[src/rtl/lfcr_pkg.sv]
// ----------------------------------------------------------------------------
// lfcr_pkg
// Shared types, constants and the CRC-32 byte step for the length-framed
// CRC-32 receiver.
// ----------------------------------------------------------------------------
`default_nettype none

package lfcr_pkg;

  // Field widths fixed by the frame format.
  localparam int POS_W = 16;
  localparam int LEN_W = 32;
  localparam int CRC_W = 32;

  // Header layout: length lanes at bytes 3 to 6, payload from byte 7.
  localparam int HDR_LEN_START = 3;
  localparam int HDR_TOTAL     = 7;

  localparam logic [CRC_W-1:0] CRC_POLY = 32'hEDB8_8320;
  localparam logic [CRC_W-1:0] CRC_INIT = 32'hFFFF_FFFF;

  // Request type codes on the input channel.
  localparam logic REQ_BYTE = 1'b0;
  localparam logic REQ_DONE = 1'b1;

  // Command classes passed from the front end to the back end.
  typedef enum logic [1:0] {
    CMD_LEN,
    CMD_DATA,
    CMD_DONE
  } cmd_op_t;

  typedef struct packed {
    cmd_op_t          op;
    logic [1:0]       lane;
    logic [7:0]       data;
    logic [POS_W-1:0] pos;
    logic             hdr_short;
  } cmd_t;

  // One byte through the reflected CRC-32, eight bit steps.
  function automatic logic [CRC_W-1:0] crc_feed(input logic [CRC_W-1:0] crc_in,
                                                 input logic [7:0]       b);
    logic [CRC_W-1:0] c;
    c = crc_in ^ {24'h0, b};
    for (int k = 0; k < 8; k++) begin
      c = c[0] ? ((c >> 1) ^ CRC_POLY) : (c >> 1);
    end
    return c;
  endfunction

endpackage

`default_nettype wire

[src/rtl/lfcr_if.sv]
// ----------------------------------------------------------------------------
// lfcr_if
// Valid/ready channel interfaces for the receiver's byte input and its
// frame result output.
// ----------------------------------------------------------------------------
`default_nettype none

interface lfcr_in_if;
  logic       valid;
  logic       ready;
  logic       req_type;
  logic [7:0] rx_byte;

  modport source (output valid, output req_type, output rx_byte, input ready);
  modport sink   (input valid, input req_type, input rx_byte, output ready);
endinterface

interface lfcr_out_if;
  logic        valid;
  logic        ready;
  logic [31:0] payload_length;
  logic [31:0] crc_value;
  logic        frame_short;
  logic        length_too_large;
  logic [15:0] bytes_received;

  modport source (output valid, output payload_length, output crc_value,
                  output frame_short, output length_too_large,
                  output bytes_received, input ready);
  modport sink   (input valid, input payload_length, input crc_value,
                  input frame_short, input length_too_large,
                  input bytes_received, output ready);
endinterface

`default_nettype wire

[src/rtl/lfcr_front.sv]
// ----------------------------------------------------------------------------
// lfcr_front
// Front end: tracks the byte position in the transfer and classifies each
// request as a length lane, a payload byte, a dropped byte or a done marker.
// ----------------------------------------------------------------------------
`default_nettype none

module lfcr_front
  import lfcr_pkg::*;
#(
  parameter int BUFFER_BYTES = 32768
) (
  input  wire logic  clk,
  input  wire logic  rst_n,
  lfcr_in_if.sink    in_ch,
  input  wire logic  q_full,
  output logic       q_push,
  output cmd_t       q_cmd
);

  localparam logic [POS_W-1:0] BUF_LIM   = POS_W'(BUFFER_BYTES);
  localparam logic [POS_W-1:0] LEN_START = POS_W'(HDR_LEN_START);
  localparam logic [POS_W-1:0] PAY_START = POS_W'(HDR_TOTAL);

  logic [POS_W-1:0] pos_r;
  logic [POS_W-1:0] pos_nxt;
  logic             take;

  assign in_ch.ready = !q_full;
  assign take        = in_ch.valid && in_ch.ready;

  // Classify the accepted request and advance the position.
  always_comb begin
    pos_nxt         = pos_r;
    q_push          = 1'b0;
    q_cmd.op        = CMD_DATA;
    q_cmd.lane      = 2'(pos_r - LEN_START);
    q_cmd.data      = in_ch.rx_byte;
    q_cmd.pos       = pos_r;
    q_cmd.hdr_short = (pos_r < PAY_START);
    if (take) begin
      if (in_ch.req_type == REQ_DONE) begin
        q_push   = 1'b1;
        q_cmd.op = CMD_DONE;
        pos_nxt  = '0;
      end else if (pos_r < BUF_LIM) begin
        pos_nxt = pos_r + 1'b1;
        if (pos_r >= PAY_START) begin
          q_push   = 1'b1;
          q_cmd.op = CMD_DATA;
        end else if (pos_r >= LEN_START) begin
          q_push   = 1'b1;
          q_cmd.op = CMD_LEN;
        end
      end
    end
  end

  always_ff @(posedge clk) begin
    if (!rst_n) begin
      pos_r <= '0;
    end else begin
      pos_r <= pos_nxt;
    end
  end

  // The position never runs past the buffer size.
  a_pos_bounded: assert property (@(posedge clk) disable iff (!rst_n)
    pos_r <= BUF_LIM) else $error("byte position beyond buffer size");

  // A done request restarts the transfer at byte zero.
  a_done_clears: assert property (@(posedge clk) disable iff (!rst_n)
    (take && in_ch.req_type == REQ_DONE) |=> (pos_r == '0))
    else $error("position not cleared after transfer done");

endmodule

`default_nettype wire

[src/rtl/lfcr_cmd_fifo.sv]
// ----------------------------------------------------------------------------
// lfcr_cmd_fifo
// Two-entry command queue between the front end and the back end.
// ----------------------------------------------------------------------------
`default_nettype none

module lfcr_cmd_fifo
  import lfcr_pkg::*;
(
  input  wire logic clk,
  input  wire logic rst_n,
  input  wire logic push,
  input  wire cmd_t push_cmd,
  output logic      full,
  input  wire logic pop,
  output logic      head_valid,
  output cmd_t      head_cmd
);

  cmd_t       mem [2];
  logic [1:0] count_r;
  logic [1:0] count_nxt;
  logic       wr_ptr_r;
  logic       rd_ptr_r;
  logic       do_pop;

  assign full       = (count_r == 2'd2);
  assign head_valid = (count_r != 2'd0);
  assign head_cmd   = mem[rd_ptr_r];
  assign do_pop     = pop && head_valid;

  // Occupancy after this cycle's push and pop.
  always_comb begin
    count_nxt = count_r;
    if (push && !do_pop) begin
      count_nxt = count_r + 2'd1;
    end else if (!push && do_pop) begin
      count_nxt = count_r - 2'd1;
    end
  end

  always_ff @(posedge clk) begin
    if (!rst_n) begin
      count_r  <= '0;
      wr_ptr_r <= 1'b0;
      rd_ptr_r <= 1'b0;
    end else begin
      count_r <= count_nxt;
      if (push) begin
        wr_ptr_r <= !wr_ptr_r;
      end
      if (do_pop) begin
        rd_ptr_r <= !rd_ptr_r;
      end
    end
  end

  always_ff @(posedge clk) begin
    if (push) begin
      mem[wr_ptr_r] <= push_cmd;
    end
  end

  // The front end never writes into a full queue.
  a_no_overflow: assert property (@(posedge clk) disable iff (!rst_n)
    full |-> !push) else $error("command queue overflow");

endmodule

`default_nettype wire

[src/rtl/lfcr_back.sv]
// ----------------------------------------------------------------------------
// lfcr_back
// Back end: assembles the length, runs the CRC over payload bytes and
// builds the frame result in the output register.
// ----------------------------------------------------------------------------
`default_nettype none

module lfcr_back
  import lfcr_pkg::*;
#(
  parameter int BUFFER_BYTES = 32768
) (
  input  wire logic  clk,
  input  wire logic  rst_n,
  input  wire logic  cmd_valid,
  input  wire cmd_t  cmd,
  output logic       cmd_pop,
  lfcr_out_if.source out_ch
);

  localparam logic [LEN_W-1:0] LEN_CAP = LEN_W'(BUFFER_BYTES - HDR_TOTAL);

  logic [LEN_W-1:0] len_r;
  logic [LEN_W-1:0] len_nxt;
  logic [CRC_W-1:0] crc_r;
  logic [CRC_W-1:0] crc_nxt;
  logic [POS_W-1:0] cnt_r;
  logic [POS_W-1:0] cnt_nxt;
  logic             out_valid_r;
  logic             out_valid_nxt;
  logic             cnt_below;
  logic             load_out;

  assign cnt_below = ({{(LEN_W-POS_W){1'b0}}, cnt_r} < len_r);

  // A done command waits until the output register is free.
  assign cmd_pop = cmd_valid &&
                   ((cmd.op != CMD_DONE) || !out_valid_r || out_ch.ready);

  // Length, CRC and count update per command.
  always_comb begin
    len_nxt       = len_r;
    crc_nxt       = crc_r;
    cnt_nxt       = cnt_r;
    load_out      = 1'b0;
    out_valid_nxt = out_valid_r && !out_ch.ready;
    if (cmd_pop) begin
      unique case (cmd.op)
        CMD_LEN: begin
          unique case (cmd.lane)
            2'd0:    len_nxt[7:0]   = cmd.data;
            2'd1:    len_nxt[15:8]  = cmd.data;
            2'd2:    len_nxt[23:16] = cmd.data;
            default: len_nxt[31:24] = cmd.data;
          endcase
        end
        CMD_DATA: begin
          if (cnt_below) begin
            crc_nxt = crc_feed(crc_r, cmd.data);
            cnt_nxt = cnt_r + 1'b1;
          end
        end
        CMD_DONE: begin
          load_out      = 1'b1;
          out_valid_nxt = 1'b1;
          len_nxt       = '0;
          crc_nxt       = CRC_INIT;
          cnt_nxt       = '0;
        end
        default: begin
        end
      endcase
    end
  end

  always_ff @(posedge clk) begin
    if (!rst_n) begin
      len_r       <= '0;
      crc_r       <= CRC_INIT;
      cnt_r       <= '0;
      out_valid_r <= 1'b0;
    end else begin
      len_r       <= len_nxt;
      crc_r       <= crc_nxt;
      cnt_r       <= cnt_nxt;
      out_valid_r <= out_valid_nxt;
    end
  end

  // Result payload register.
  always_ff @(posedge clk) begin
    if (load_out) begin
      out_ch.payload_length   <= len_r;
      out_ch.crc_value        <= ~crc_r;
      out_ch.frame_short      <= cmd.hdr_short || cnt_below;
      out_ch.length_too_large <= (len_r > LEN_CAP);
      out_ch.bytes_received   <= cmd.pos;
    end
  end

  assign out_ch.valid = out_valid_r;

  // Payload bytes counted never exceed the stated length.
  a_cnt_le_len: assert property (@(posedge clk) disable iff (!rst_n)
    {{(LEN_W-POS_W){1'b0}}, cnt_r} <= len_r)
    else $error("payload count beyond length");

  // A finished frame leaves the back end cleared for the next transfer.
  a_done_resets: assert property (@(posedge clk) disable iff (!rst_n)
    (cmd_pop && cmd.op == CMD_DONE) |=>
      (crc_r == CRC_INIT && len_r == '0 && cnt_r == '0 && out_valid_r))
    else $error("back end not cleared after done");

  // A waiting result is never overwritten.
  a_no_overwrite: assert property (@(posedge clk) disable iff (!rst_n)
    (out_valid_r && !out_ch.ready) |-> !load_out)
    else $error("pending result overwritten");

endmodule

`default_nettype wire

[src/rtl/length_framed_crc32_receiver_unit.sv]
// ----------------------------------------------------------------------------
// length_framed_crc32_receiver_unit
// Byte-serial frame receiver with a 32-bit length header and CRC-32 check.
// ----------------------------------------------------------------------------
// The unit takes one request per cycle while the command queue is not full:
// a received byte or a transfer-done marker. Up to BUFFER_BYTES bytes per
// transfer are kept; bytes 3 to 6 form a little-endian payload length and
// payload bytes from byte 7 feed a reflected CRC-32 until the length is
// reached. A done request goes through the queue and yields one result,
// carrying the length, the inverted CRC, the short-frame and oversize flags
// and the kept byte count, and clears the unit for the next transfer. The
// eight-step CRC byte update is combinational in the back end; a two-entry
// command queue and the output register let input and output stall apart.
// ----------------------------------------------------------------------------
`default_nettype none

module length_framed_crc32_receiver_unit
  import lfcr_pkg::*;
#(
  parameter int BUFFER_BYTES = 32768
) (
  input  wire logic  clk,
  input  wire logic  rst_n,
  lfcr_in_if.sink    in_ch,
  lfcr_out_if.source out_ch
);

  logic q_push;
  logic q_full;
  logic q_pop;
  logic q_valid;
  cmd_t q_in;
  cmd_t q_head;

  lfcr_front #(
    .BUFFER_BYTES (BUFFER_BYTES)
  ) u_front (
    .clk    (clk),
    .rst_n  (rst_n),
    .in_ch  (in_ch),
    .q_full (q_full),
    .q_push (q_push),
    .q_cmd  (q_in)
  );

  lfcr_cmd_fifo u_fifo (
    .clk        (clk),
    .rst_n      (rst_n),
    .push       (q_push),
    .push_cmd   (q_in),
    .full       (q_full),
    .pop        (q_pop),
    .head_valid (q_valid),
    .head_cmd   (q_head)
  );

  lfcr_back #(
    .BUFFER_BYTES (BUFFER_BYTES)
  ) u_back (
    .clk       (clk),
    .rst_n     (rst_n),
    .cmd_valid (q_valid),
    .cmd       (q_head),
    .cmd_pop   (q_pop),
    .out_ch    (out_ch)
  );

endmodule

`default_nettype wire
[src/flat_wrapper.sv]
// flat-port wrapper written by rule: the top's interface ports become plain ports
module length_framed_crc32_receiver_unit_flat import lfcr_pkg::*;
#(
  parameter int BUFFER_BYTES = 32768
)
  (clk, rst_n, in_ch_valid, in_ch_req_type, in_ch_rx_byte, in_ch_ready, out_ch_valid, out_ch_payload_length, out_ch_crc_value, out_ch_frame_short, out_ch_length_too_large, out_ch_bytes_received, out_ch_ready);
  lfcr_in_if in_ch_i ();
  lfcr_out_if out_ch_i ();
  input  wire logic clk;
  input  wire logic rst_n;
  input wire logic [$bits(in_ch_i.valid)-1:0] in_ch_valid;
  input wire logic [$bits(in_ch_i.req_type)-1:0] in_ch_req_type;
  input wire logic [$bits(in_ch_i.rx_byte)-1:0] in_ch_rx_byte;
  output wire logic [$bits(in_ch_i.ready)-1:0] in_ch_ready;
  output wire logic [$bits(out_ch_i.valid)-1:0] out_ch_valid;
  output wire logic [$bits(out_ch_i.payload_length)-1:0] out_ch_payload_length;
  output wire logic [$bits(out_ch_i.crc_value)-1:0] out_ch_crc_value;
  output wire logic [$bits(out_ch_i.frame_short)-1:0] out_ch_frame_short;
  output wire logic [$bits(out_ch_i.length_too_large)-1:0] out_ch_length_too_large;
  output wire logic [$bits(out_ch_i.bytes_received)-1:0] out_ch_bytes_received;
  input wire logic [$bits(out_ch_i.ready)-1:0] out_ch_ready;
  assign in_ch_i.valid = in_ch_valid;
  assign in_ch_i.req_type = in_ch_req_type;
  assign in_ch_i.rx_byte = in_ch_rx_byte;
  assign in_ch_ready = in_ch_i.ready;
  assign out_ch_valid = out_ch_i.valid;
  assign out_ch_payload_length = out_ch_i.payload_length;
  assign out_ch_crc_value = out_ch_i.crc_value;
  assign out_ch_frame_short = out_ch_i.frame_short;
  assign out_ch_length_too_large = out_ch_i.length_too_large;
  assign out_ch_bytes_received = out_ch_i.bytes_received;
  assign out_ch_i.ready = out_ch_ready;
  length_framed_crc32_receiver_unit #(.BUFFER_BYTES(BUFFER_BYTES)) u_core (.clk(clk), .rst_n(rst_n), .in_ch(in_ch_i), .out_ch(out_ch_i));
endmodule
[config.mk]
export PLATFORM = sky130hd
export DESIGN_NAME = length_framed_crc32_receiver_unit_flat
export DESIGN_NICKNAME = d
export VERILOG_FILES = /design/src/rtl/lfcr_pkg.sv /design/src/rtl/lfcr_if.sv /design/src/rtl/lfcr_front.sv /design/src/rtl/lfcr_cmd_fifo.sv /design/src/rtl/lfcr_back.sv /design/src/rtl/length_framed_crc32_receiver_unit.sv /design/src/flat_wrapper.sv
export SDC_FILE = /design/constraint.sdc
export NUM_CORES = 1
export LEC_CHECK = 0
export ABC_AREA = 1
export BUFFER_PORTS_ARGS = -buffer_cell sky130_fd_sc_hd__buf_2
export CAP_MARGIN = 20
export CORE_AREA = 5 5 145 147
export CTS_CLUSTER_SIZE = 40
export DETAILED_ROUTE_END_ITERATION = 8
export DIE_AREA = 0 0 150 152
export PLACE_DENSITY_LB_ADDON = 0.25
export SLEW_MARGIN = 10
export SYNTH_ARGS = -nofsm -noshare
export SYNTH_HDL_FRONTEND = slang
export SYNTH_SLANG_ARGS = --single-unit
[constraint.sdc]
create_clock -name clk -period 6.6 [get_ports clk]
set_clock_uncertainty 0.2 [all_clocks]
set_input_delay 0.66 -clock clk [delete_from_list [all_inputs] [get_ports clk]]
set_output_delay 0.66 -clock clk [all_outputs]
set_load 0.005 [all_outputs]
# After elaboration in Yosys (flattened, before gate mapping)
# Memories as Yosys holds them, arrays and structs flattened. A register that Yosys moved wholly into a read port is not among the register bits.
# Index checks and enable logic that the tools add are counted.
# word_totals
in_bits	13
elab_cells	118
memories	1
ram_bits	58
register_bits	183
out_inout_bits	84
# op_classes
addsub	5
n_reduce_logical	30
n_bitwise	10
muxes	39
eq_ne	11
magnitude_cmp	6
# memory_table
memory	words	word_bits	read_ports	rd_ports_with_merged_regs	write_ports	line	rtl
u_core.u_fifo.mem	2	29	1	1	1	lfcr_cmd_fifo.sv:20	cmd_t mem [2];
# op_table
op	n
2-to-1 mux 32 bit	9
case mux 32 bit (2 select lines)	2
NOT 13 -> 14 bit	8
2-to-1 mux 16 bit	3
adder 16 x 1 -> 16 bit (second input constant)	2
greater-than comparator 32 x 15 -> 1 bit (second input constant)	1
less-than comparator 16 x 32 -> 1 bit	1
2-to-1 mux 8 bit	4
NOT 32 bit	1
case mux 16 bit (2 select lines)	1
bitwise XOR 32 x 8 -> 32 bit	1
>= comparator 16 x 2 -> 1 bit (second input constant)	1
>= comparator 16 x 3 -> 1 bit (second input constant)	1
less-than comparator 16 bit (second input constant)	1
less-than comparator 16 x 3 -> 1 bit (second input constant)	1
2-to-1 mux 1 bit	16
AND reduction 3 bit	5
inequality test 2 bit (second input constant)	6
nonzero test 2 bit	5
2-to-1 mux 2 bit	4
logical NOT 1 bit	7
== test 2 bit (second input constant)	3
logical AND 1 bit	6
== test 2 x 1 -> 1 bit (second input constant)	2
other kinds (7)	10

# Depth between registers and ports, before layout
# Gate-level depths: netlist of the first run.
# logic_depth
ltp_word	19
depth_mapped	16

# Cells and area by module
# Synthesis of the first run repeated with hierarchy kept, for this count alone.
# unflattened
cells_unflattened	1106
area_unflattened_um2	10842.9
# by_module_without_submodules
module	instances	cells_each	area_per_inst_um2	seq_area_each_um2
lfcr_back	1	826	7479.7	4083.9
lfcr_cmd_fifo	1	126	2368.5	1841.8
lfcr_front	1	154	994.7	320.3

# Worst setup path after synthesis of the first run
# OpenSTA, ideal clock, no wires.
# synth_path
path_type	input-to-reg
start	in in_ch_valid
end	mem u_core.u_fifo.mem[1][0] (netlist bit), enable pin
setup_ps	417
n_path_buf	0
arrival_time_ps	2386
stages	8
slack_ps	3598
cell_sequence	nand2_1 -> inv_1 -> nand2_1 -> inv_1 -> nand2_1 -> nand2_1 -> inv_1 -> nor2_1
# synth_between
elab_chain_cells	4
# synth_rtl
element	line	rtl
start: declaration	flat_wrapper.sv:11	input wire logic [$bits(in_ch_i.valid)-1:0] in_ch_valid;
logical AND 1 bit	lfcr_front.sv:30	assign take = in_ch.valid && in_ch.ready;
2-to-1 mux 1 bit	lfcr_front.sv:41	if (take) begin
named net u_core.q_push	length_framed_crc32_receiver_unit.sv:28	logic q_push;
2-to-1 mux 1 bit	lfcr_cmd_fifo.sv:59	if (push) begin
2-to-1 mux 1 bit (implied by the code)	lfcr_cmd_fifo.sv:60	mem[wr_ptr_r] <= push_cmd;
end: declaration	lfcr_cmd_fifo.sv:20	
# The timed path passes the listed nets, and every way through them passes these cells.

==> results.md, run 1 <==
* Period Utilization, post-route at 0.667
* Top_reg_cell synth: sky130_fd_sc_hd__edfxtp_1
* Fraction of post-synthesis cell area in the top cell type by area at 0.389
* Hold bufs inserted after CTS at 0
* Port Buf Inserts at 96
* Maximum net fanout on the critical path at 49
* Clock sink count at 242
* Total of max-cap violations at 0
* Initial cell density of the core at 0.547
* TritonRoute pass-1 iters at 5
* Hold depth at 1
* Top cells by area, synth: sky130_fd_sc_hd__edfxtp_1 39%, sky130_fd_sc_hd__dfxtp_1 19%, sky130_fd_sc_hd__nand2_1 11%
* Data required time of the worst path at 6.85 ns
* Filler Cells Inserted at 1666
* Number of synthesized flops with an enable pin at 140
* Final Cell Area at 0.0123 mm2
* Sequential share of power at 0.356
* Slowest library cell on the worst path: sky130_fd_sc_hd__nand2_2
* Worst-path cell chain: buf_4, inv_2, buf_4, nand2_1, nand2_1, nand2_2, o21ai_4, nor3_2, nand2_2, nand2_2, o21ai_0, nand3_1
* Die outline area at 0.0228 mm2
* All-Layer GR Usage at 0.209
* Ports at 97
* Layout-stage area growth over the synthesis result at 13.9%
* Sequential cell area fraction in the yosys report at 0.578
* Count of cells along the worst register-to-register path at 12
* Area of placed instances at 0.0115 mm2
* Transition time at the pin with the least slew margin at 0.980 ns
* Vert. Die Dim at 152 um
* Placer Congestion at 0.891
* Seq. cell area at 0.00625 mm2
* Number of core rows at 52
* Residual DRC at 0
* Sw Pwr at 2390 uW
* Most used cell along the critical path: sky130_fd_sc_hd__nand2_2
* CTS tree: yes
* Area of the mapped netlist at 0.0108 mm2
* Arrival time at the worst endpoint at 4.66 ns
* Area of the core at 0.0198 mm2
* Clk pwr share at 0.236
* Crit path buffers/inverters at 3
* Number of hold violations in the final report at 0
* Nets in the synthesized netlist at 1211
* Via density per instance at 5.30
* Antenna violations before repair at 0
* Global-route wire length before repair at 39000 um
* Category of the worst setup path capture point: register
* Internal at 3570 uW
* Number of setup violations in the final report at 0
* Cell type contributing the most total cell area after synthesis: sky130_fd_sc_hd__edfxtp_1
* Largest net degree at the start of global routing at 87
* Pwr dens at 484 mW/mm2
* Unrepaired setup endpoints after global routing: false
* Bufs on Longest Clock Path at 3
* Post-synth ARST share at 0
* Number of warning messages in the yosys log at 0
* Count of instances resized after the clock tree is built at 0
* Relative slew margins at 0.344
* Worst hold slack at 0.139 ns
* Chip width at 150 um
* Clock period minus worst slack at 4.40 ns
* Worst Setup Path Type: reg2reg
* Total power consumption of the routed design at 5970 uW
* Cts bufs inserted at 24
* Outcome: completed
* Post-synthesis cell count at 1179
* Reg clk slew, reported paths at 0.06 ns
* Count of antenna-violating nets left after detailed routing at 0
* Max rail drop VDD at 269 uV
* Fraction of power spent switching nets at 0.401
* Root buf cell: sky130_fd_sc_hd__clkbuf_16
* Worst path top cell family by delay: simple AND/OR/NAND/NOR gates
* Final layout net count at 1303
* Sum of overflow across all layers after global routing at 0
* Total via count after detailed routing at 8270
* Final-layout setup total negative slack at 0 ns
* Crit start category: register
* H-tree level count at 1
* Total of flip-flops plus latches after synthesis at 242
* Clock latency reported for the late side of the worst-skew pair at 0.52 ns
* Number of design-rule violations left by the first detailed-router iteration at 588
* Final Slew Violations at 0
* Static Leak at 0.00527 uW
* Synth unique cells at 41
* Crit path largest cell delay at 0.99 ns
* Most used standard cells in the synthesized netlist: 331 x sky130_fd_sc_hd__nand2_1, 140 x sky130_fd_sc_hd__edfxtp_1, 125 x sky130_fd_sc_hd__nand3_1
* Max Fclk at 227 MHz
* Buffers inserted by post-CTS timing repair at 0
* Most frequent cell after synthesis: sky130_fd_sc_hd__nand2_1
* Total half-perimeter wirelength after legalization and detailed placement at 16200 um
* Routed wire length at 24000 um
* Antenna diode count at 0
* Avg WL per Cell at 15.4 um
* Footprint of the multi-input gates at 0.00392 mm2
* Hold/Removal Path Class: in2reg
* Comb pwr share at 0.407
* Fraction of layout cells with a size suffix above 1 at 0.135
* Instance count on the critical path at 12
* Post-synthesis area per instance at 9.17 um2
* Number of global-route vias before repair at 7580
==> flip-flops by register name, indices dropped and copies added (netlist names), named ones only <==
name	flops
u_core.u_back.crc_r	32
u_core.u_back.len_r	32
u_core.u_fifo.mem	58
u_core.u_back.out_ch.length_too_large	1
u_core.u_back.out_ch.crc_value	32
u_core.u_back.cnt_r	16
u_core.u_back.out_ch.valid	1
u_core.u_fifo.rd_ptr_r	1
u_core.u_fifo.wr_ptr_r	1
u_core.u_back.out_ch.bytes_received	16
u_core.u_front.pos_r	16
u_core.u_back.out_ch.payload_length	32
u_core.u_back.out_ch.frame_short	1
u_core.u_fifo.count_r	2
==> final timing paths <==
check                                        startpoint                                       to  slack, ns
worst max-delay path                           register                   u_core.u_back.crc_r[4]       2.20
worst min-delay path                   in_ch_rx_byte[6]                 u_core.u_fifo.mem[1][23]       0.14
worst max register to register                 register                   u_core.u_back.crc_r[4]       2.20
worst min register to register  u_core.u_back.len_r[26]  u_core.u_back.out_ch.payload_length[26]       0.23
==> layout make-up <==
type	instances	area share
sequential	242	0.507
timing repair buffer	101	0.0421
inverter	123	0.0379
multi-input combinational	779	0.318
tap	270	0.0274
clock buffer	32	0.0528
clock inverter	12	0.0144
==> per-stage QoR <==
step                      cells   util  setup WS (ns)
after floorplan            1179      -           3.60
after global placement     1515  0.581           2.29
after detailed placement   1515  0.581           2.19
after CTS                  1559  0.623           2.18
after global routing       1559  0.623           1.77
final                      1559  0.623           2.20
==> placed cells by master (no fill, tap or decap), types with 3 or more instances in the layout <==
cell type	n
sky130_fd_sc_hd__a21oi_1	93
sky130_fd_sc_hd__buf_2	96
sky130_fd_sc_hd__buf_4	5
sky130_fd_sc_hd__bufinv_16	4
sky130_fd_sc_hd__clkbuf_1	6
sky130_fd_sc_hd__clkbuf_16	24
sky130_fd_sc_hd__clkinv_2	5
sky130_fd_sc_hd__dfxtp_1	102
sky130_fd_sc_hd__edfxtp_1	140
sky130_fd_sc_hd__ha_1	19
sky130_fd_sc_hd__inv_1	114
sky130_fd_sc_hd__inv_2	6
sky130_fd_sc_hd__nand2_1	331
sky130_fd_sc_hd__nand2_2	9
sky130_fd_sc_hd__nand3_1	125
sky130_fd_sc_hd__nand4_1	12
sky130_fd_sc_hd__nor2_1	48
sky130_fd_sc_hd__nor2_2	4
sky130_fd_sc_hd__nor2_8	3
sky130_fd_sc_hd__nor3_1	11
sky130_fd_sc_hd__nor4_1	8
sky130_fd_sc_hd__o21ai_0	47
sky130_fd_sc_hd__o21ai_1	12
sky130_fd_sc_hd__xor2_1	31
sky130_fd_sc_hd__xor2_2	7
==> kinds of logic (layout without fill, tap and decap cells) <==
| logic type | Yosys count | in the layout | share of synthesized area |
|---|---|---|---|
| xor gates and xnor gates | 40 | 40 | 0.0373 |
| adders and majority gates | 19 | 19 | 0.0220 |
| and+or+nand+nor | 563 | 563 | 0.228 |
| DFF | 242 | 242 | 0.578 |
| AOI/OAI and AO/OA | 157 | 157 | 0.0745 |
| buffers and inverters | 158 | 268 | 0.0605 |
==> routing by layer <==
layer	share of wire	global-route usage	vias to the layer above
met5	0	0	-
met4	0.019	0.0505	0
met3	0.068	0.0292	36
met2	0.48	0.341	258
met1	0.44	0.296	3869
li1	-	-	4107
==> power by group through the flow <==
| stage | clock network (uW) | registers [uW] | logic [uW] |
|---|---|---|---|
| floorplan | 0 | 2120 | 1810 |
| global placement | 0 | 2150 | 2370 |
| detailed placement | 0 | 2160 | 2400 |
| CTS | 1440 | 2130 | 2420 |
| global route | 1500 | 2160 | 2750 |
| finish | 1410 | 2130 | 2430 |
(Power assumes the default switching activity.)
==> inputs of run 2 (changes only) <==
Settings changed: ABC_AREA 1 to 0, CORE_AREA 5 5 145 147 to 5 5 147 149, DIE_AREA 0 0 150 152 to 0 0 152 154.
Clock period 6.6 ns to 3.65 ns, I/O delays scaled along.
==> run 2 against run 1 <==
Compared with the run above:
- sequential share of layout area grew 0.94 points
- via count down 22%
- area after synthesis is 3.7% lower
- combinational power grew 3%
- total power is 40% higher
- sequential power increased by 58%
==> results.md, run 2 <==
* Outcome: completed
* Synth unique cells at 59 (+44%)
* Vert. Die Dim at 154 um (+1.3%)
* Worst path top cell family by delay: simple AND/OR/NAND/NOR gates
* Max Fclk at 342 MHz (+51%)
* Crit start category: register
* Worst hold slack at 0.0395 ns (-0.0999 ns)
* Initial cell density of the core at 0.520 (-0.0270)
* Number of design-rule violations left by the first detailed-router iteration at 434 (-26%)
* Hold/Removal Path Class: in2reg
* Category of the worst setup path capture point: register
* Cts bufs inserted at 25 (+4.2%)
* Unrepaired setup endpoints after global routing: false
* Buffers inserted by post-CTS timing repair at 0 (unchanged)
* Fraction of post-synthesis cell area in the top cell type by area at 0.404 (+0.0149)
* All-Layer GR Usage at 0.177 (-0.0312)
* Bufs on Longest Clock Path at 3 (unchanged)
* Relative slew margins at 0.271 (-0.0732)
* Count of cells along the worst register-to-register path at 8 (-4)
* Sum of overflow across all layers after global routing at 0 (unchanged)
* Capture point of the critical path: u_core.u_back.cnt_r[15]
* Die outline area at 0.0234 mm2 (+2.7%)
* Post-synthesis area per instance at 12.2 um2 (+33%)
* Count of antenna-violating nets left after detailed routing at 0 (unchanged)
* Number of setup violations in the final report at 0 (unchanged)
* Data required time of the worst path at 3.89 ns (-2.96 ns)
* Reg2Reg Launch Point: u_core.u_back.cnt_r[5]
* Most frequent cell after synthesis: sky130_fd_sc_hd__edfxtp_1
* Top cells by area, synth: sky130_fd_sc_hd__edfxtp_1 40%, sky130_fd_sc_hd__dfxtp_1 20%, sky130_fd_sc_hd__xnor2_1 5.4%
* Arrival time at the worst endpoint at 3.16 ns (-1.50 ns)
* Crit path largest cell delay at 0.56 ns (-0.43 ns)
* Number of non-filler instances in the completed layout at 1252 (-20%)
* Clock latency reported for the late side of the worst-skew pair at 0.51 ns (about the same)
* Clock period minus worst slack at 2.92 ns (-1.48 ns)
* TritonRoute pass-1 iters at 4 (-1)
* Port Buf Inserts at 96 (unchanged)
* Crit path buffers/inverters at 0 (-3)
* Avg WL per Cell at 16.8 um (+9.2%)
* Cell type contributing the most total cell area after synthesis: sky130_fd_sc_hd__edfxtp_1
* Total of max-cap violations at 0 (unchanged)
* Total of flip-flops plus latches after synthesis at 242 (unchanged)
* Total half-perimeter wirelength after legalization and detailed placement at 14500 um (-10%)
* Fraction of layout cells with a size suffix above 1 at 0.206 (+0.0707)
* Post-synth ARST share at 0 (unchanged)
* Global-route wire length before repair at 34200 um (-12%)
* Number of synthesized flops with an enable pin at 140 (unchanged)
* Routed wire length at 21000 um (-12%)
* Number of hold violations in the final report at 0 (unchanged)
* Seq. cell area at 0.00625 mm2 (unchanged)
* Most used standard cells in the synthesized netlist: 140 x sky130_fd_sc_hd__edfxtp_1, 102 x sky130_fd_sc_hd__dfxtp_1, 70 x sky130_fd_sc_hd__nor2_1
* Footprint of the multi-input gates at 0.00378 mm2 (-3.6%)
* Total power consumption of the routed design at 8360 uW (+40%)
* Residual DRC at 0 (unchanged)
* Chip width at 152 um (+1.3%)
* Ports at 97 (unchanged)
* Maximum net fanout on the critical path at 43 (-12%)
* Register-to-Register Setup Slack at 0.73 ns (-1.47 ns)
* Antenna diode count at 0 (unchanged)
* Post-synthesis cell count at 853 (-28%)
* Number of global-route vias before repair at 6237 (-18%)
* Final-layout setup total negative slack at 0 ns (unchanged)
* Top_reg_cell synth: sky130_fd_sc_hd__edfxtp_1
* Nets in the synthesized netlist at 885 (-27%)
* Area of the mapped netlist at 0.0104 mm2 (-3.7%)
* Worst-path cell chain: ha_1, a211oi_1, nor2_1, a211oi_2, o2111ai_2, and2_4, or4_4, a21oi_2
* CP startpoint: u_core.u_back.cnt_r[5]
* Layout-stage area growth over the synthesis result at 16.1%
* Count of instances resized after the clock tree is built at 0 (unchanged)
* Number of flip-flops under the largest register name at 58 (unchanged)
* Worst Setup Path Type: reg2reg
* Area of the core at 0.0200 mm2 (+1.3%)
* Final Slew Violations at 0 (unchanged)
* Slowest library cell on the worst path: sky130_fd_sc_hd__or4_4
* Highest-count cells in the layout ignoring fill and taps: 140 x sky130_fd_sc_hd__edfxtp_1, 102 x sky130_fd_sc_hd__dfxtp_1, 96 x sky130_fd_sc_hd__buf_2
* Clock sink count at 242 (unchanged)
* Number of core rows at 52 (unchanged)
* Antenna violations before repair at 0 (unchanged)
* Root buf cell: sky130_fd_sc_hd__clkbuf_16
* Number of instances in the placed design at 1198 (-21%)
* Filler Cells Inserted at 1626 (-2.4%)
* Number of warning messages in the yosys log at 0 (unchanged)
* Worst slack after detailed placement at 0.765 ns (-1.43 ns)
* Reg clk slew, reported paths at 0.06 ns (about the same)
* Hold Path Origin: out_ch_ready
* CTS tree: yes
* Final layout net count at 995 (-24%)
* Period Utilization, post-route at 0.801 (+0.133)
* Placer Congestion at 0.854 (-4.2%)
* RR Endpoint: u_core.u_back.cnt_r[15]
* Transition time at the pin with the least slew margin at 1.09 ns (+0.106 ns)
* H-tree level count at 1 (unchanged)
* Static Leak at 0.00471 uW (-11%)
* Total via count after detailed routing at 6478 (-22%)
* Final worst-path setup slack at 0.727 ns (-1.47 ns)
* Largest net degree at the start of global routing at 45 (-48%)
* Most common cell after layout, fill and taps aside: sky130_fd_sc_hd__edfxtp_1
* Sequential cell area fraction in the yosys report at 0.600 (+0.0221)
* Instance count on the critical path at 8 (-4)
* Pwr dens at 691 mW/mm2 (+43%)
* Max rail drop VDD at 432 uV (+61%)
* Top reg by flops: u_core.u_fifo.mem
* Via density per instance at 5.17 (-2.5%)
==> run 2: cell types whose count changed after synthesis, sizes merged, moves of 17 or more <==
cell	delta
a21oi	-75
and2	+18
and3	+30
inv	-62
mux2	+23
nand2	-292
nand3	-107
nor3	+17
o21a	+27
o21ai	-23
xnor2	+78
xor2	-27
==> run 2: cells by family after synthesis <==
logic type	synth area share
adders and majority gates	0.0228
xor gates and xnor gates	0.102
buffers and inverters	0.0377
muxes	0.0364
and+or+nand+nor	0.122
AOI/OAI and AO/OA	0.0794
DFF	0.600
==> run 2: cell type report <==
cell class / count / area share
sequential: 242 / 0.517
multi-input combinational: 519 / 0.312
clock buffer: 38 / 0.0617
timing repair buffer: 116 / 0.0569
tap: 270 / 0.0279
inverter: 59 / 0.0185
clock inverter: 8 / 0.00590
==> run 2: stage by stage <==
step,instance area [um2],utilization
finish,12100,0.603
global route,12100,0.603
CTS,12100,0.603
detailed placement,11200,0.559
global placement,11200,0.559
floorplan,10400,-
==> run 2: repair_timing <==
item,in CTS,in global routing
endpoints found under the hold margin,16,0
endpoints found under the setup margin,0,0
hold buffers,8,0
==> run 2: worst min-delay path by stage <==
stage | endpoint | slack, ns | cells after the start
global placement | u_core.u_back.out_ch.payload_length[21] | 0.24 | 0
floorplan | u_core.u_back.out_ch.payload_length[0] | 0.22 | 0
global route | u_core.u_back.out_ch.valid | 0.03 | 3
finish | u_core.u_back.out_ch.valid | 0.04 | 3
CTS | u_core.u_back.out_ch.valid | 0.03 | 3
detailed placement | u_core.u_back.out_ch.payload_length[21] | 0.25 | 0
==> run 2: worst reg2reg max path: stages (launching register included) <==
cell	delay [ns]
sky130_fd_sc_hd__dfxtp_1	0.48
sky130_fd_sc_hd__ha_1	0.30
sky130_fd_sc_hd__a211oi_1	0.23
sky130_fd_sc_hd__nor2_1	0.08
sky130_fd_sc_hd__a211oi_2	0.23
sky130_fd_sc_hd__o2111ai_2	0.27
sky130_fd_sc_hd__and2_4	0.35
sky130_fd_sc_hd__or4_4	0.56
sky130_fd_sc_hd__a21oi_2	0.13
==> run 2: layer usage <==
metal  global-route usage  vias up  part of all wire
met1                0.247     3070              0.45
met2                0.293      145              0.48
met5                    0        -                 0
met4               0.0381        0             0.020
met3               0.0340       31             0.049
li1                     -     3232                 -
==> run 2: where the power goes <==
part	switching (uW)	internal [uW]	leakage, uW
Sequential	144	3220	0.00213
Combinational	1360	1140	0.00219
Clock	1000	1480	0.000396
Total	2510	5850	0.00471
==> inputs of run 3 (changes only) <==
Clock period 3.65 ns to 2.5 ns, I/O delays scaled along.
==> run 3 against run 2 <==
Compared with the run above:
- via count increased by 6.0%
- largest power group unchanged
- total power increased by 57%
- sequential share of layout area decreased by 3.8 points
- the flow now finishes with violations (negative setup slack)
- cell area increased by 8.2%
- critical path depth increased by 2
- first-iteration DRC count increased by 29%
- worst hold slack improved by 0.21 ns
- highest routed layer unchanged
==> results.md, run 3 (same netlist as run 2, synthesis figures left out) <==
* Outcome: complete, but fails checks
* Violations in the final reports: negative setup slack
* Number of design-rule violations left by the first detailed-router iteration at 559 (+29%)
* Avg WL per Cell at 17.1 um (+2.0%)
* Area of placed instances at 0.0117 mm2 (+4.7%)
* All-Layer GR Usage at 0.188 (+0.0103)
* Data required time of the worst path at 2.75 ns (-1.14 ns)
* Sum of overflow across all layers after global routing at 0 (unchanged)
* Area of the core at 0.0200 mm2 (unchanged)
* Internal at 9190 uW (+57%)
* Number of hold violations in the final report at 0 (unchanged)
* Final worst-path setup slack at -0.0326 ns (-0.760 ns)
* Clock latency reported for the late side of the worst-skew pair at 0.52 ns (about the same)
* Number of core rows at 52 (unchanged)
* Filler Cells Inserted at 1549 (-4.7%)
* Core occupancy in the finished layout at 0.653 (+0.0494)
* Fraction of layout cells with a size suffix above 1 at 0.312 (+0.106)
* Cts bufs inserted at 25 (unchanged)
* Count of antenna-violating nets left after detailed routing at 0 (unchanged)
* Highest-count cells in the layout ignoring fill and taps: 140 x sky130_fd_sc_hd__edfxtp_1, 97 x sky130_fd_sc_hd__buf_2, 95 x sky130_fd_sc_hd__dfxtp_1
* Antenna violations before repair at 0 (unchanged)
* Transition time at the pin with the least slew margin at 0.499 ns (-0.587 ns)
* Reg clk slew, reported paths at 0.06 ns (about the same)
* Clk pwr share at 0.301 (+0.004)
* Unrepaired setup endpoints after global routing: true
* Hold/Removal Path Class: reg2reg
* Total of max-cap violations at 0 (unchanged)
* Total half-perimeter wirelength after legalization and detailed placement at 15300 um (+5.2%)
* Bufs on Longest Clock Path at 3 (unchanged)
* TritonRoute pass-1 iters at 5 (+1)
* Routed wire length at 22700 um (+7.9%)
* Seq. cell area at 0.00625 mm2 (+0.14%)
* Placer Congestion at 0.883 (+3.4%)
* Via density per instance at 5.18 (+0.18%)
* Crit start category: register
* Footprint of the multi-input gates at 0.00401 mm2 (+6.1%)
* H-tree level count at 1 (unchanged)
* Total power consumption of the routed design at 13100 uW (+57%)
* Period Utilization, post-route at 1.01 (+0.212)
* Arrival time at the worst endpoint at 2.78 ns (-0.38 ns)
* Total via count after detailed routing at 6868 (+6.0%)
* Category of the worst setup path capture point: register
* Root buf cell: sky130_fd_sc_hd__clkbuf_16
* Pwr dens at 1000 mW/mm2 (+45%)
* Top reg by flops: u_core.u_fifo.mem
* Clock sink count at 242 (unchanged)
* Max rail drop VDD at 724 uV (+68%)
* Worst Setup Path Type: reg2reg
* Antenna diode count at 0 (unchanged)
* Final Slew Violations at 0 (unchanged)
* Worst slack after detailed placement at -0.0997 ns (-0.865 ns)
* Layout-stage area growth over the synthesis result at 25.6%
* Number of global-route vias before repair at 6723 (+7.8%)
* Number of flip-flops under the largest register name at 58 (unchanged)
* Number of setup violations in the final report at 7 (+7)
* Fraction of power spent switching nets at 0.298 (-0.00253)
* Static Leak at 0.00520 uW (+10%)
* Maximum net fanout on the critical path at 7 (-84%)
* Global-route wire length before repair at 36100 um (+5.6%)
* Final Cell Area at 0.0131 mm2 (+8.2%)
* Max Fclk at 395 MHz (+15%)
* Initial cell density of the core at 0.520 (unchanged)
* Ports at 97 (unchanged)
* Sw Pwr at 3890 uW (+55%)
* Comb pwr share at 0.325 (+0.025)
* Largest net degree at the start of global routing at 46 (+2.2%)
* Vert. Die Dim at 154 um (unchanged)
* CTS tree: yes
* Die outline area at 0.0234 mm2 (unchanged)
* Chip width at 152 um (unchanged)
* Clock period minus worst slack at 2.53 ns (-0.390 ns)
* Final layout net count at 1069 (+7.4%)
* Residual DRC at 0 (unchanged)
* Port Buf Inserts at 96 (unchanged)
* Sequential share of power at 0.374 (-0.029)
* Relative slew margins at 0.659 (+0.388)
* Most common cell after layout, fill and taps aside: sky130_fd_sc_hd__edfxtp_1
==> run 3: cell count changes in the layout (fill, tap and decap cells not counted), moves of 6 or more <==
cell and delta:
sky130_fd_sc_hd__dfxtp_1 -7, sky130_fd_sc_hd__buf_4 +60, sky130_fd_sc_hd__nor2_1 -6, sky130_fd_sc_hd__dfxtp_2 +7
sky130_fd_sc_hd__nor3_2 +9, sky130_fd_sc_hd__nor3_1 -9
==> run 3: power groups by stage <==
stage	Clock, uW	Sequential, uW	Combinational (uW)
2_1_floorplan	0	4960	2870
3_3_place_gp	0	4960	3920
3_5_place_dp	0	4960	3950
4_1_cts	4010	4880	4080
5_1_grt	4190	4930	4550
6_report	3940	4890	4250
==> run 3: cell type report <==
type,instances,area share
clock buffer,34,0.0559
timing repair buffer,190,0.105
multi-input combinational,519,0.306
clock inverter,11,0.0121
tap,270,0.0258
inverter,59,0.0171
sequential,242,0.478
==> run 3: metrics by stage <==
step	hold slack (ns)	TNS [ns]	instances
global route	0.266	-2.75	1325
detailed placement	0.237	-0.721	1255
finish	0.252	-0.0992	1325
global placement	0.239	-0.0973	1255
floorplan	0.149	0	853
CTS	0.252	-0.0281	1319
==> run 3: what timing repair did <==
action | 4_1_cts | 5_1_grt
hold endpoints to repair | 32 | 0
hold buffers | 12 | 0
pin swaps | 12 | 14
gates resized for setup | 7 | 49
endpoints found under the setup margin | 18 | 70
gates cloned | 1 | 3
setup buffers | 6 | 3
==> run 3: routing by layer <==
| metal | up-vias | wire, um | global-route usage |
|---|---|---|---|
| met1 | 3293 | 9940 | 0.254 |
| li1 | 3373 | - | - |
| met4 | 0 | 488 | 0.0467 |
| met5 | - | 0 | 0 |
| met3 | 37 | 1160 | 0.0323 |
| met2 | 165 | 11100 | 0.317 |
==> run 3: worst paths after layout <==
kind	from	cells past startpoint	end	slack, ns
worst max-delay path	u_core.u_back.len_r[2]	10	u_core.u_back.cnt_r[4]	-0.03
worst max register to register	u_core.u_back.len_r[2]	10	u_core.u_back.cnt_r[4]	-0.03
worst min register to register	u_core.u_back.len_r[21]	0	u_core.u_back.out_ch.payload_length[21]	0.25
worst min-delay path	u_core.u_back.len_r[21]	0	u_core.u_back.out_ch.payload_length[21]	0.25
==> run 3: worst max-delay path, stage by stage, from the launching register on <==
cell	delay (ns)
sky130_fd_sc_hd__dfxtp_2	0.33
sky130_fd_sc_hd__inv_2	0.05
sky130_fd_sc_hd__ha_4	0.21
sky130_fd_sc_hd__a211oi_2	0.16
sky130_fd_sc_hd__o21ai_1	0.11
sky130_fd_sc_hd__a211oi_2	0.34
sky130_fd_sc_hd__o2111ai_4	0.20
sky130_fd_sc_hd__and2_4	0.26
sky130_fd_sc_hd__buf_12	0.14
sky130_fd_sc_hd__or3_4	0.36
sky130_fd_sc_hd__a21oi_2	0.11
